===== config.mk =====
export PLATFORM = sky130hd
export DESIGN_NAME = char_to_vibration_motor_pulser_core_flat
export DESIGN_NICKNAME = d
export VERILOG_FILES = /design/src/rtl/cvmp_pkg.sv /design/src/rtl/cvmp_in_if.sv /design/src/rtl/cvmp_out_if.sv /design/src/rtl/cvmp_motor_bank.sv /design/src/rtl/char_to_vibration_motor_pulser_core.sv /design/src/flat_wrapper.sv
export SDC_FILE = /design/constraint.sdc
export NUM_CORES = 2
export LEC_CHECK = 0
export BUFFER_PORTS_ARGS = -buffer_cell sky130_fd_sc_hd__buf_2
export CAP_MARGIN = 40
export CORE_MARGIN = 4
export CORE_UTILIZATION = 55
export DETAILED_ROUTE_END_ITERATION = 16
export PLACE_DENSITY = 0.71
export SLEW_MARGIN = 15
export SYNTH_ARGS = -nofsm -noshare
export SYNTH_HDL_FRONTEND = slang
export SYNTH_HIERARCHICAL = 1
export SYNTH_SLANG_ARGS = --single-unit

===== constraint.sdc =====
create_clock -name clk -period 20.8 [get_ports clk]
set_input_delay 1.04 -clock clk [delete_from_list [all_inputs] [get_ports clk]]
set_output_delay 1.04 -clock clk [all_outputs]
set_load 0.1 [all_outputs]

===== src/rtl/cvmp_pkg.sv =====
// Shared types and constants for the character-driven motor pulser.
package cvmp_pkg;

    localparam int CHAR_COUNT = 128;
    localparam int CHAR_W     = 7;
    localparam int MOTOR_W    = 5;
    localparam int TICK_W     = 8;
    localparam int SLOT_W     = 2;
    localparam int MASK_W     = 30;
    localparam int PADDR_W    = 3;
    localparam int PDATA_W    = 32;

    localparam logic [TICK_W-1:0] PULSE_TICKS_RESET = 8'd20;

    // Word index of each configuration register
    localparam logic REG_PULSE_TICKS = 1'b0;

    typedef enum logic [1:0] {
        ACT_CHAR  = 2'd0,
        ACT_TICK  = 2'd1,
        ACT_WRITE = 2'd2,
        ACT_NONE  = 2'd3
    } action_t;

    typedef enum logic [2:0] {
        ST_CLEAR,
        ST_IDLE,
        ST_CHAR_RD,
        ST_CHAR_APPLY,
        ST_TICK,
        ST_WRITE,
        ST_DONE
    } state_t;

    typedef struct packed {
        logic               valid;
        logic [MOTOR_W-1:0] motor;
    } map_entry_t;

    typedef struct packed {
        logic               load;
        logic               step;
        logic [MOTOR_W-1:0] motor;
        logic [TICK_W-1:0]  ticks;
    } bank_cmd_t;

endpackage


===== src/rtl/cvmp_in_if.sv =====
// Request channel carrying one motor pulser request.
interface cvmp_in_if;
    logic                         valid;
    logic                         ready;
    logic [1:0]                   action;
    logic [cvmp_pkg::CHAR_W-1:0]  char_code;
    logic [cvmp_pkg::SLOT_W-1:0]  slot;
    logic                         entry_valid;
    logic [cvmp_pkg::MOTOR_W-1:0] entry_motor;

    modport source (
        output valid, action, char_code, slot, entry_valid, entry_motor,
        input  ready
    );

    modport sink (
        input  valid, action, char_code, slot, entry_valid, entry_motor,
        output ready
    );
endinterface


===== src/rtl/cvmp_out_if.sv =====
// Result channel carrying the motor enable mask.
interface cvmp_out_if;
    logic                        valid;
    logic                        ready;
    logic [cvmp_pkg::MASK_W-1:0] motor_mask;

    modport source (
        output valid, motor_mask,
        input  ready
    );

    modport sink (
        input  valid, motor_mask,
        output ready
    );
endinterface


===== src/rtl/cvmp_motor_bank.sv =====
// Motor countdown counters and enable bits, one counter touched per cycle.
module cvmp_motor_bank #(
    parameter int NUM_MOTORS = 30
) (
    input  logic                        clk,
    input  logic                        rst_n,
    input  cvmp_pkg::bank_cmd_t         cmd,
    output logic [cvmp_pkg::MASK_W-1:0] mask
);

    localparam int IDX_W = (NUM_MOTORS > 1) ? $clog2(NUM_MOTORS) : 1;

    logic [cvmp_pkg::TICK_W-1:0] count_reg [NUM_MOTORS];
    logic [NUM_MOTORS-1:0]       enable_reg;
    logic [IDX_W-1:0]            idx;
    logic [cvmp_pkg::TICK_W-1:0] count_cur;
    logic                        count_nz;
    logic                        count_last;

    // Select the counter named by the command
    assign idx        = cmd.motor[IDX_W-1:0];
    assign count_cur  = count_reg[idx];
    assign count_nz   = (count_cur != '0);
    assign count_last = (count_cur == cvmp_pkg::TICK_W'(1));

    // Load or decrement the selected counter, switch its motor on or off
    always_ff @(posedge clk or negedge rst_n)
    begin
        if (!rst_n)
        begin
            for (int i = 0; i < NUM_MOTORS; i++)
            begin
                count_reg[i] <= '0;
            end
            enable_reg <= '0;
        end
        else if (cmd.load)
        begin
            count_reg[idx]  <= cmd.ticks;
            enable_reg[idx] <= 1'b1;
        end
        else if (cmd.step && count_nz)
        begin
            count_reg[idx] <= count_cur - cvmp_pkg::TICK_W'(1);
            if (count_last)
            begin
                enable_reg[idx] <= 1'b0;
            end
        end
    end

    // Map enable bits onto the fixed-width mask; extra motors stay hidden
    for (genvar g = 0; g < cvmp_pkg::MASK_W; g++)
    begin : g_mask
        if (g < NUM_MOTORS)
        begin : g_on
            assign mask[g] = enable_reg[g];
        end
        else
        begin : g_off
            assign mask[g] = 1'b0;
        end
    end

endmodule


===== src/rtl/char_to_vibration_motor_pulser_core.sv =====
// Sequence: a char event alternates ST_CHAR_RD and ST_CHAR_APPLY for each slot, a tick steps every
// motor counter in ST_TICK, a map write passes ST_WRITE, an unused action goes straight to ST_DONE;
// ST_DONE waits while an untaken result still holds the output register, then loads it.
// Flow: one request at a time, the next accepted only after ST_DONE returns to idle; the walks are
// the slot walk over the map memory's single read port and the walk over the motor counters.
// Reset: all motors off, counters zero, pulse_ticks 20; a clearing pass over every
// map entry empties the map before the first request is accepted.
module char_to_vibration_motor_pulser_core #(
    parameter int NUM_MOTORS     = 30,
    parameter int SLOTS_PER_CHAR = 3
) (
    input  logic                          clk,
    input  logic                          rst_n,
    cvmp_in_if.sink                       in,
    cvmp_out_if.source                    out,
    input  logic                          psel,
    input  logic                          penable,
    input  logic                          pwrite,
    input  logic [cvmp_pkg::PADDR_W-1:0]  paddr,
    input  logic [cvmp_pkg::PDATA_W-1:0]  pwdata,
    output logic [cvmp_pkg::PDATA_W-1:0]  prdata,
    output logic                          pready
);

    localparam int MAP_DEPTH = cvmp_pkg::CHAR_COUNT * SLOTS_PER_CHAR;
    localparam int AW        = $clog2(MAP_DEPTH);
    localparam int SW        = (SLOTS_PER_CHAR > 1) ? $clog2(SLOTS_PER_CHAR) : 1;

    cvmp_pkg::state_t            state_reg, state_next;
    cvmp_pkg::action_t           act_reg, act_next;
    logic [cvmp_pkg::CHAR_W-1:0] char_reg, char_next;
    logic [cvmp_pkg::SLOT_W-1:0] slot_reg, slot_next;
    cvmp_pkg::map_entry_t        entry_reg, entry_next;
    logic [cvmp_pkg::TICK_W-1:0] pulse_reg;
    logic [AW-1:0]               clr_reg, clr_next;
    logic [SW-1:0]               scnt_reg, scnt_next;
    logic [cvmp_pkg::MOTOR_W-1:0] mcnt_reg, mcnt_next;
    logic                        out_valid_reg, out_valid_next;
    logic [cvmp_pkg::MASK_W-1:0] out_mask_reg, out_mask_next;

    cvmp_pkg::map_entry_t        map_mem [MAP_DEPTH];
    cvmp_pkg::map_entry_t        map_rd_reg;
    logic                        map_we;
    logic [AW-1:0]               map_waddr;
    cvmp_pkg::map_entry_t        map_wdata;
    logic [AW-1:0]               map_raddr;
    logic [AW-1:0]               char_base;

    cvmp_pkg::bank_cmd_t         bank_cmd;
    logic [cvmp_pkg::MASK_W-1:0] bank_mask;
    logic                        accept;
    logic                        out_free;
    logic                        slot_ok;
    logic                        motor_ok;
    logic                        cfg_wr;

    // Configuration register
    assign pready = 1'b1;
    assign cfg_wr = psel && penable && pwrite && (paddr[2] == cvmp_pkg::REG_PULSE_TICKS);

    always_ff @(posedge clk or negedge rst_n)
    begin
        if (!rst_n)
        begin
            pulse_reg <= cvmp_pkg::PULSE_TICKS_RESET;
        end
        else if (cfg_wr)
        begin
            pulse_reg <= pwdata[cvmp_pkg::TICK_W-1:0];
        end
    end

    always_comb
    begin
        prdata = '0;
        if (paddr[2] == cvmp_pkg::REG_PULSE_TICKS)
        begin
            prdata = cvmp_pkg::PDATA_W'(pulse_reg);
        end
    end

    // Handshake helpers
    assign in.ready  = (state_reg == cvmp_pkg::ST_IDLE);
    assign accept    = in.valid && in.ready;
    assign out_free  = !out_valid_reg || out.ready;
    assign out.valid      = out_valid_reg;
    assign out.motor_mask = out_mask_reg;

    // Map addressing and range checks
    assign char_base = AW'(AW'(char_reg) * AW'(SLOTS_PER_CHAR));
    assign slot_ok   = ({1'b0, slot_reg} < 3'(SLOTS_PER_CHAR));
    assign motor_ok  = ({1'b0, map_rd_reg.motor} < 6'(NUM_MOTORS));
    assign map_raddr = char_base + AW'(scnt_reg);

    // Next state
    always_comb
    begin
        state_next = state_reg;
        case (state_reg)
            cvmp_pkg::ST_CLEAR:
            begin
                if (clr_reg == AW'(MAP_DEPTH - 1))
                begin
                    state_next = cvmp_pkg::ST_IDLE;
                end
            end
            cvmp_pkg::ST_IDLE:
            begin
                if (accept)
                begin
                    case (cvmp_pkg::action_t'(in.action))
                        cvmp_pkg::ACT_CHAR:  state_next = cvmp_pkg::ST_CHAR_RD;
                        cvmp_pkg::ACT_TICK:  state_next = cvmp_pkg::ST_TICK;
                        cvmp_pkg::ACT_WRITE: state_next = cvmp_pkg::ST_WRITE;
                        default:             state_next = cvmp_pkg::ST_DONE;
                    endcase
                end
            end
            cvmp_pkg::ST_CHAR_RD:
            begin
                state_next = cvmp_pkg::ST_CHAR_APPLY;
            end
            cvmp_pkg::ST_CHAR_APPLY:
            begin
                if (scnt_reg == SW'(SLOTS_PER_CHAR - 1))
                begin
                    state_next = cvmp_pkg::ST_DONE;
                end
                else
                begin
                    state_next = cvmp_pkg::ST_CHAR_RD;
                end
            end
            cvmp_pkg::ST_TICK:
            begin
                if (mcnt_reg == cvmp_pkg::MOTOR_W'(NUM_MOTORS - 1))
                begin
                    state_next = cvmp_pkg::ST_DONE;
                end
            end
            cvmp_pkg::ST_WRITE:
            begin
                state_next = cvmp_pkg::ST_DONE;
            end
            cvmp_pkg::ST_DONE:
            begin
                if (out_free)
                begin
                    state_next = cvmp_pkg::ST_IDLE;
                end
            end
            default:
            begin
                state_next = cvmp_pkg::ST_IDLE;
            end
        endcase
    end

    // Datapath controls
    always_comb
    begin
        act_next       = act_reg;
        char_next      = char_reg;
        slot_next      = slot_reg;
        entry_next     = entry_reg;
        clr_next       = clr_reg;
        scnt_next      = scnt_reg;
        mcnt_next      = mcnt_reg;
        out_valid_next = out_valid_reg;
        out_mask_next  = out_mask_reg;
        map_we         = 1'b0;
        map_waddr      = char_base + AW'(slot_reg);
        map_wdata      = entry_reg;
        bank_cmd       = '0;
        bank_cmd.ticks = pulse_reg;

        // Drop a result once it is taken
        if (out_valid_reg && out.ready)
        begin
            out_valid_next = 1'b0;
        end

        case (state_reg)
            cvmp_pkg::ST_CLEAR:
            begin
                map_we    = 1'b1;
                map_waddr = clr_reg;
                map_wdata = '0;
                clr_next  = clr_reg + AW'(1);
            end
            cvmp_pkg::ST_IDLE:
            begin
                if (accept)
                begin
                    act_next         = cvmp_pkg::action_t'(in.action);
                    char_next        = in.char_code;
                    slot_next        = in.slot;
                    entry_next.valid = in.entry_valid;
                    entry_next.motor = in.entry_motor;
                    scnt_next        = '0;
                    mcnt_next        = '0;
                end
            end
            cvmp_pkg::ST_CHAR_APPLY:
            begin
                bank_cmd.load  = map_rd_reg.valid && motor_ok;
                bank_cmd.motor = map_rd_reg.motor;
                scnt_next      = scnt_reg + SW'(1);
            end
            cvmp_pkg::ST_TICK:
            begin
                bank_cmd.step  = 1'b1;
                bank_cmd.motor = mcnt_reg;
                mcnt_next      = mcnt_reg + cvmp_pkg::MOTOR_W'(1);
            end
            cvmp_pkg::ST_WRITE:
            begin
                map_we = (act_reg == cvmp_pkg::ACT_WRITE) && slot_ok;
            end
            cvmp_pkg::ST_DONE:
            begin
                if (out_free)
                begin
                    out_valid_next = 1'b1;
                    out_mask_next  = bank_mask;
                end
            end
            default:
            begin
            end
        endcase
    end

    // Control registers
    always_ff @(posedge clk or negedge rst_n)
    begin
        if (!rst_n)
        begin
            state_reg     <= cvmp_pkg::ST_CLEAR;
            clr_reg       <= '0;
            out_valid_reg <= 1'b0;
        end
        else
        begin
            state_reg     <= state_next;
            clr_reg       <= clr_next;
            out_valid_reg <= out_valid_next;
        end
    end

    // Payload and counter registers
    always_ff @(posedge clk)
    begin
        act_reg      <= act_next;
        char_reg     <= char_next;
        slot_reg     <= slot_next;
        entry_reg    <= entry_next;
        scnt_reg     <= scnt_next;
        mcnt_reg     <= mcnt_next;
        out_mask_reg <= out_mask_next;
    end

    // Character map memory, registered read
    always_ff @(posedge clk)
    begin
        if (map_we)
        begin
            map_mem[map_waddr] <= map_wdata;
        end
        map_rd_reg <= map_mem[map_raddr];
    end

    cvmp_motor_bank #(
        .NUM_MOTORS (NUM_MOTORS)
    ) u_bank (
        .clk   (clk),
        .rst_n (rst_n),
        .cmd   (bank_cmd),
        .mask  (bank_mask)
    );

endmodule

===== src/flat_wrapper.sv =====
// flat-port wrapper written by rule: the top's interface ports become plain ports
module char_to_vibration_motor_pulser_core_flat 
#(
    parameter int NUM_MOTORS     = 30,
    parameter int SLOTS_PER_CHAR = 3
)
  (clk, rst_n, psel, penable, pwrite, paddr, pwdata, prdata, pready, in_valid, in_action, in_char_code, in_slot, in_entry_valid, in_entry_motor, in_ready, out_valid, out_motor_mask, out_ready);
  cvmp_in_if in_i ();
  cvmp_out_if out_i ();
  input  logic clk;
  input  logic rst_n;
  input  logic psel;
  input  logic penable;
  input  logic pwrite;
  input  logic [cvmp_pkg::PADDR_W-1:0] paddr;
  input  logic [cvmp_pkg::PDATA_W-1:0] pwdata;
  output logic [cvmp_pkg::PDATA_W-1:0] prdata;
  output logic pready;
  input wire logic [$bits(in_i.valid)-1:0] in_valid;
  input wire logic [$bits(in_i.action)-1:0] in_action;
  input wire logic [$bits(in_i.char_code)-1:0] in_char_code;
  input wire logic [$bits(in_i.slot)-1:0] in_slot;
  input wire logic [$bits(in_i.entry_valid)-1:0] in_entry_valid;
  input wire logic [$bits(in_i.entry_motor)-1:0] in_entry_motor;
  output wire logic [$bits(in_i.ready)-1:0] in_ready;
  output wire logic [$bits(out_i.valid)-1:0] out_valid;
  output wire logic [$bits(out_i.motor_mask)-1:0] out_motor_mask;
  input wire logic [$bits(out_i.ready)-1:0] out_ready;
  assign in_i.valid = in_valid;
  assign in_i.action = in_action;
  assign in_i.char_code = in_char_code;
  assign in_i.slot = in_slot;
  assign in_i.entry_valid = in_entry_valid;
  assign in_i.entry_motor = in_entry_motor;
  assign in_ready = in_i.ready;
  assign out_valid = out_i.valid;
  assign out_motor_mask = out_i.motor_mask;
  assign out_i.ready = out_ready;
  char_to_vibration_motor_pulser_core #(.NUM_MOTORS(NUM_MOTORS), .SLOTS_PER_CHAR(SLOTS_PER_CHAR)) u_core (.clk(clk), .rst_n(rst_n), .in(in_i), .out(out_i), .psel(psel), .penable(penable), .pwrite(pwrite), .paddr(paddr), .pwdata(pwdata), .prdata(prdata), .pready(pready));
endmodule

Yosys cells after proc, flatten, opt, wreduce, memory -nomap -nowiden
Memory sizes are Yosys's and may differ from the RTL's. A register that Yosys moved wholly into a read port is not among the register bits.
Cells that the tools add are included.
{ "word_totals": {"ff_bits": 345, "ram_bits": 2304, "input_bits": 59, "out_inout_bits": 65, "word_cells": 141, "mem_count": 1} }
{ "memory_table": {"columns": ["name", "depth", "width", "rd", "rd_clocked_by_memory_dff", "write_ports", "line_no", "text"], "rows": [
  ["u_core.map_mem", 384, 6, 1, 1, 1, "char_to_vibration_motor_pulser_core.sv:41", "cvmp_pkg::map_entry_t map_mem [MAP_DEPTH];"]
]} }
{ "classes": {"addsub": 6, "multipliers": 1, "n_lt_le_gt_ge": 6, "eq_ne": 17, "n_mux": 37, "n_bitwise": 5, "reduce_logical": 25} }
{ "ops": {"columns": ["op", "count"], "rows": [
  ["bitwise mux 240 bit", 2],
  ["2-to-1 mux 240 bit", 2],
  ["2-to-1 mux 30 bit", 3],
  ["binary-select mux 8 bit (select 5 bit)", 1],
  ["demux 8 bit (select 5 bit)", 1],
  ["2-to-1 mux 8 bit", 4],
  ["bitwise AND 30 bit", 1],
  ["NOT 30 bit", 1],
  ["OR 30 bit", 1],
  ["one-hot mux 3 bit (7 select lines)", 1],
  ["one-hot mux 5 bit (2 select lines)", 2],
  ["adder 9 x 2 -> 9 bit", 2],
  ["2-to-1 mux 3 bit", 5],
  ["logical AND 1 bit", 10],
  ["AND reduction 2 bit", 5],
  ["adder 9 x 1 -> 9 bit (second input constant)", 1],
  ["equality test 3 bit (second input constant)", 3],
  ["equality test 9 bit (second input constant)", 1],
  ["multiplier 7 x 2 -> 9 bit (second input constant)", 1],
  ["2-to-1 mux 9 bit", 1],
  ["one-hot mux 3 bit (3 select lines)", 1],
  ["equality test 8 x 1 -> 1 bit (second input constant)", 1],
  ["2-to-1 mux 1 bit", 8],
  ["nonzero test 2 bit", 4],
  ["30 further kinds", 35]
]} }

Depth between registers and ports, before layout
{ "depth": {"ltp_word": 11, "depth_mapped": 21, "depth_no_buf": 15} }

Cells and area by module
The synthesis kept the hierarchy.
{ "by_module_without_submodules": {"columns": ["mod", "instances", "cells_each", "area_each_um2", "seq_area_each_um2"], "rows": [
  ["char_to_vibration_motor_pulser_core", 1, 4334, 93768.7, 71456.0],
  ["cvmp_motor_bank", 1, 1047, 13289.0, 6756.5]
]} }

Worst setup path after synthesis
Ideal clock, no wire load.
{ "synth_path": {"path_type": "flip-flop to flip-flop", "startpoint": "reg u_core.state_reg[2]", "endpoint": "mem u_core/map_mem[0][0] (netlist name) (data pin)", "t_arrival_ps": 5843, "required_ps": 19596, "slack_ps": 13752, "stages_incl_launch_ff": 5, "n_path_buf": 2, "period_less_slack_ps": 7048, "cell_sequence": "dfrtp_1 -> or3_1 -> clkbuf_1 -> clkbuf_1 -> and2_1"} }
{ "synth_lines": {"columns": ["item", "line_no", "text"], "rows": [
  ["start: declaration", "char_to_vibration_motor_pulser_core.sv:29", "cvmp_pkg::state_t state_reg, state_next;"],
  ["start signal: assignment", "char_to_vibration_motor_pulser_core.sv:239", "state_reg <= cvmp_pkg::ST_CLEAR;"],
  ["start signal: assignment", "char_to_vibration_motor_pulser_core.sv:245", "state_reg <= state_next;"],
  ["end: declaration", "char_to_vibration_motor_pulser_core.sv:41", null]
]} }

Worst setup path in the final report
{ "layout_path": {"startpoint": "reg u_core.scnt_reg[0]", "endpoint": "reg, netlist name u_core/map_rd_reg[5]"} }
{ "layout_between": {"elab_chain_cells": 1} }
{ "layout_rtl": {"columns": ["item", "line_no", "text"], "rows": [
  ["start: declaration", "char_to_vibration_motor_pulser_core.sv:36", "logic [SW-1:0] scnt_reg, scnt_next;"],
  ["start signal: assignment", "char_to_vibration_motor_pulser_core.sv:258", "scnt_reg <= scnt_next;"],
  ["adder 9 x 2 -> 9 bit", "char_to_vibration_motor_pulser_core.sv:93", "assign map_raddr = char_base + AW'(scnt_reg);"]
]} }
Every way passes these cells.
A chain may end at the register's enable or synchronous reset.

==> reports/metrics.yaml <==
worst_ir_drop_vdd_uv: 77.81
place_ws_ps: 14310
setup-tns-final_ps: 0
syn-instance-count: 5381
slew_violations: 0
required_ps: 21580
dr_total_vias: 54076
synthTopCellsByArea: "edfxtp_1, mux4_2, dfrtp_1"
grt_max_degree: 237
synth_seq_area_share: 0.7306
syn_area_per_cell_um2: 19.90
fin_util: 0.6209
fin_skew_ps: 56.85
dr.pass1.iters: 6
hp-class: "primary input to async pin"
cts.path.max_buffers: 4
drv_cap: 0
p_leak_nw: 33.42
num_rows: 161
ys_async_sr_fraction: 0.1096
grt_setup_unrepaired: "false"
fp.dieH_um: 449.2
cts_root_buf: "clkbuf_16"
die_x_um: 449.2
die_area_mm2: 0.2018
drc_errors: 0
synth.largest_area_cell: "edfxtp_1"
tightestPinTransition_ps: 1279
ctsHoldBuffers: 0
setup_ws_ps: 14350
ant_nets: 0
numCtsBuffers: 284
core_area_mm2: 0.1930
end_kind: "flop"
finalHoldViolCount: 0
min_period_over_period: 0.3103
syn_to_final_growth_pct: 11.93
synth_edf_count: 2358
io_pins: 124
yosysMostFrequentCell: "edfxtp_1"
critPathArrivalTime_ps: 7230
largest_register_ffs: 2304
max_freq_ghz: 0.1550
wl_mm: 260.1
max_stage_delay_ps: 700
clock_sinks: 2655
post-dp-hpwl_mm: 159.6
cp_max_fo: 92
synth-seq-cells: 2655
port-buffer-count: 72
drtIter0Drc: 6931
final_nets: 5645
clkLatencyLatePin_ps: 920
detail_route.wl_per_cell_um: 31.39
layoutNonFillerInstCount: 8284
netlist_area_mm2: 0.1071
critPathKind: "flop to flop"
slowest_stage: "buf_4"
path_clk_slew_ps: 60
yosys_warnings: 6
drive_above_1_share: 0.2693
post_cts_resized: 0
viasPerCell: 6.528
grt-ovfl-total: 0
gp_routability_congestion: 0.8882
postCtsSetupRepairBufs: 0
min_period_ps: 6454
cpMostUsedCell: "buf_4"
crit_path_start_kind: "flop"
setup_viol: 0
h-tree-depth: 5
power.density_mw_per_mm2: 88.38
grt_pass1_wl_mm: 379.9
crit_path_cell_trace: "ha_4 -> buf_12 -> buf_4 -> buf_4 -> buf_4 -> mux4_2 -> and3_1 -> a211oi_1 -> a31oi_1 -> mux4_2 -> mux2i_1 -> a221oi_1"
crit_family: "buffers and inverters"
antenna_found_initial: 9
ys_types: 86
synthTopCellsByCount: "edfxtp_1, mux4_2, nor2_1, dfrtp_1, nand2_1"
path_buf_inv: 4
finalPower_mw: 10.59
synth-main-ff-cell: "edfxtp_1"
place_inst: 7776
yosys.area.top_type_share: 0.6614
grt_use_total: 0.2570
tritoncts: "yes"
initial_core_util: 0.5548
grt_pass1_vias: 54109
status: "finished, final reports clean"
maxSlewHeadroom: 0.1471
-- power breakdown --
group | internal [mW] | total, mW | leakage [nW] | switching, mW
clock | 2.83 | 4.80 | 4.24 | 1.97
sequential | 5.73 | 5.73 | 20.4 | 0.00257
combinational | 0.00866 | 0.0610 | 8.79 | 0.0524
total | 8.56 | 10.6 | 33.4 | 2.03
-- worst paths after layout --
path,start,end,slack [ps],depth (start not counted)
max,u_core/scnt_reg[0]$_SDFFCE_PN0P_,u_core/map_rd_reg[5]$_DFF_P_,14350,12
min,rst_n,u_core/u_bank/count_reg[90]$_DFFE_PN0P_,200,1
max reg2reg,u_core/scnt_reg[0]$_SDFFCE_PN0P_,u_core/map_rd_reg[5]$_DFF_P_,14350,12
min reg2reg,flop,u_core/out.motor_mask[18]$_DFFE_PP_,460,0
max in group asynchronous,rst_n,u_core/u_bank/count_reg[75]$_DFFE_PN0P_,18640,4
min in group clk,in_entry_motor[1],u_core/entry_reg[1]$_DFFE_PP_,330,1
-- per-stage QoR --
step | area, um^2 | hold WS [ps]
3_5_place_dp | 110600 | 436.9
4_1_cts | 119300 | 173.2
6_report | 119800 | 203.0
3_3_place_gp | 109800 | 442.2
2_1_floorplan | 107100 | 425.8
5_1_grt | 119800 | 229.7
-- worst register-to-register path: cells and delay by family, from the launching register on --
family / cells / cell delay, ps
compound gates: 3 / 740
fa+ha+maj: 1 / 630
mux: 3 / 1580
buf+inv: 4 / 2700
flops: 1 / 500
simple gates: 1 / 200
-- layout make-up --
type | count | area, um^2
fill | 13168 | 73150
clock inverter | 110 | 1035
antenna | 3 | 7.507
inverter | 19 | 71.32
multi-input combinational | 2382 | 27320
sequential | 2655 | 78210
clock buffer | 368 | 7651
timing repair buffer | 221 | 2371
tap | 2526 | 3161
-- layer usage --
metal  GRT usage  routed length, um  up-vias
met2      0.4064             126200     2744
met3     0.05993              24750      556
li1            -                  -    22191
met4     0.09429              10310        2
met5           0                 85        -
met1      0.3547              98720    28583
-- layout by cell type, fill, tap and decap left out, types with 26 or more instances in the layout --
master,synthesis,layout
a21o_1,32,32
nor2_1,496,495
clkinv_2,0,40
buf_8,0,26
mux2_2,129,129
edfxtp_1,2358,2358
a21oi_1,70,70
mux2i_1,161,161
dfrtp_1,289,289
o31a_1,27,27
buf_16,0,27
clkbuf_1,139,70
mux4_2,703,703
a22o_1,34,34
clkbuf_16,0,291
buf_4,47,79
clkinv_1,0,39
o22ai_1,64,64
buf_2,107,73
nand2_1,214,214
mux2_4,66,66
-- cell families (layout without fill, tap and decap cells) --
group,count (synthesis),in the layout,share of synthesized area
buffers and inverters,367,718,0.01679
other,2,28,0.00007015
xor gates and xnor gates,25,25,0.002045
AOI/OAI and AO/OA,365,365,0.02417
adders and majority gates,23,23,0.002898
DFF,2655,2655,0.7306
and+or+nand+nor,885,885,0.03769
muxes,1059,1059,0.1858
(Power assumes the default switching activity.)
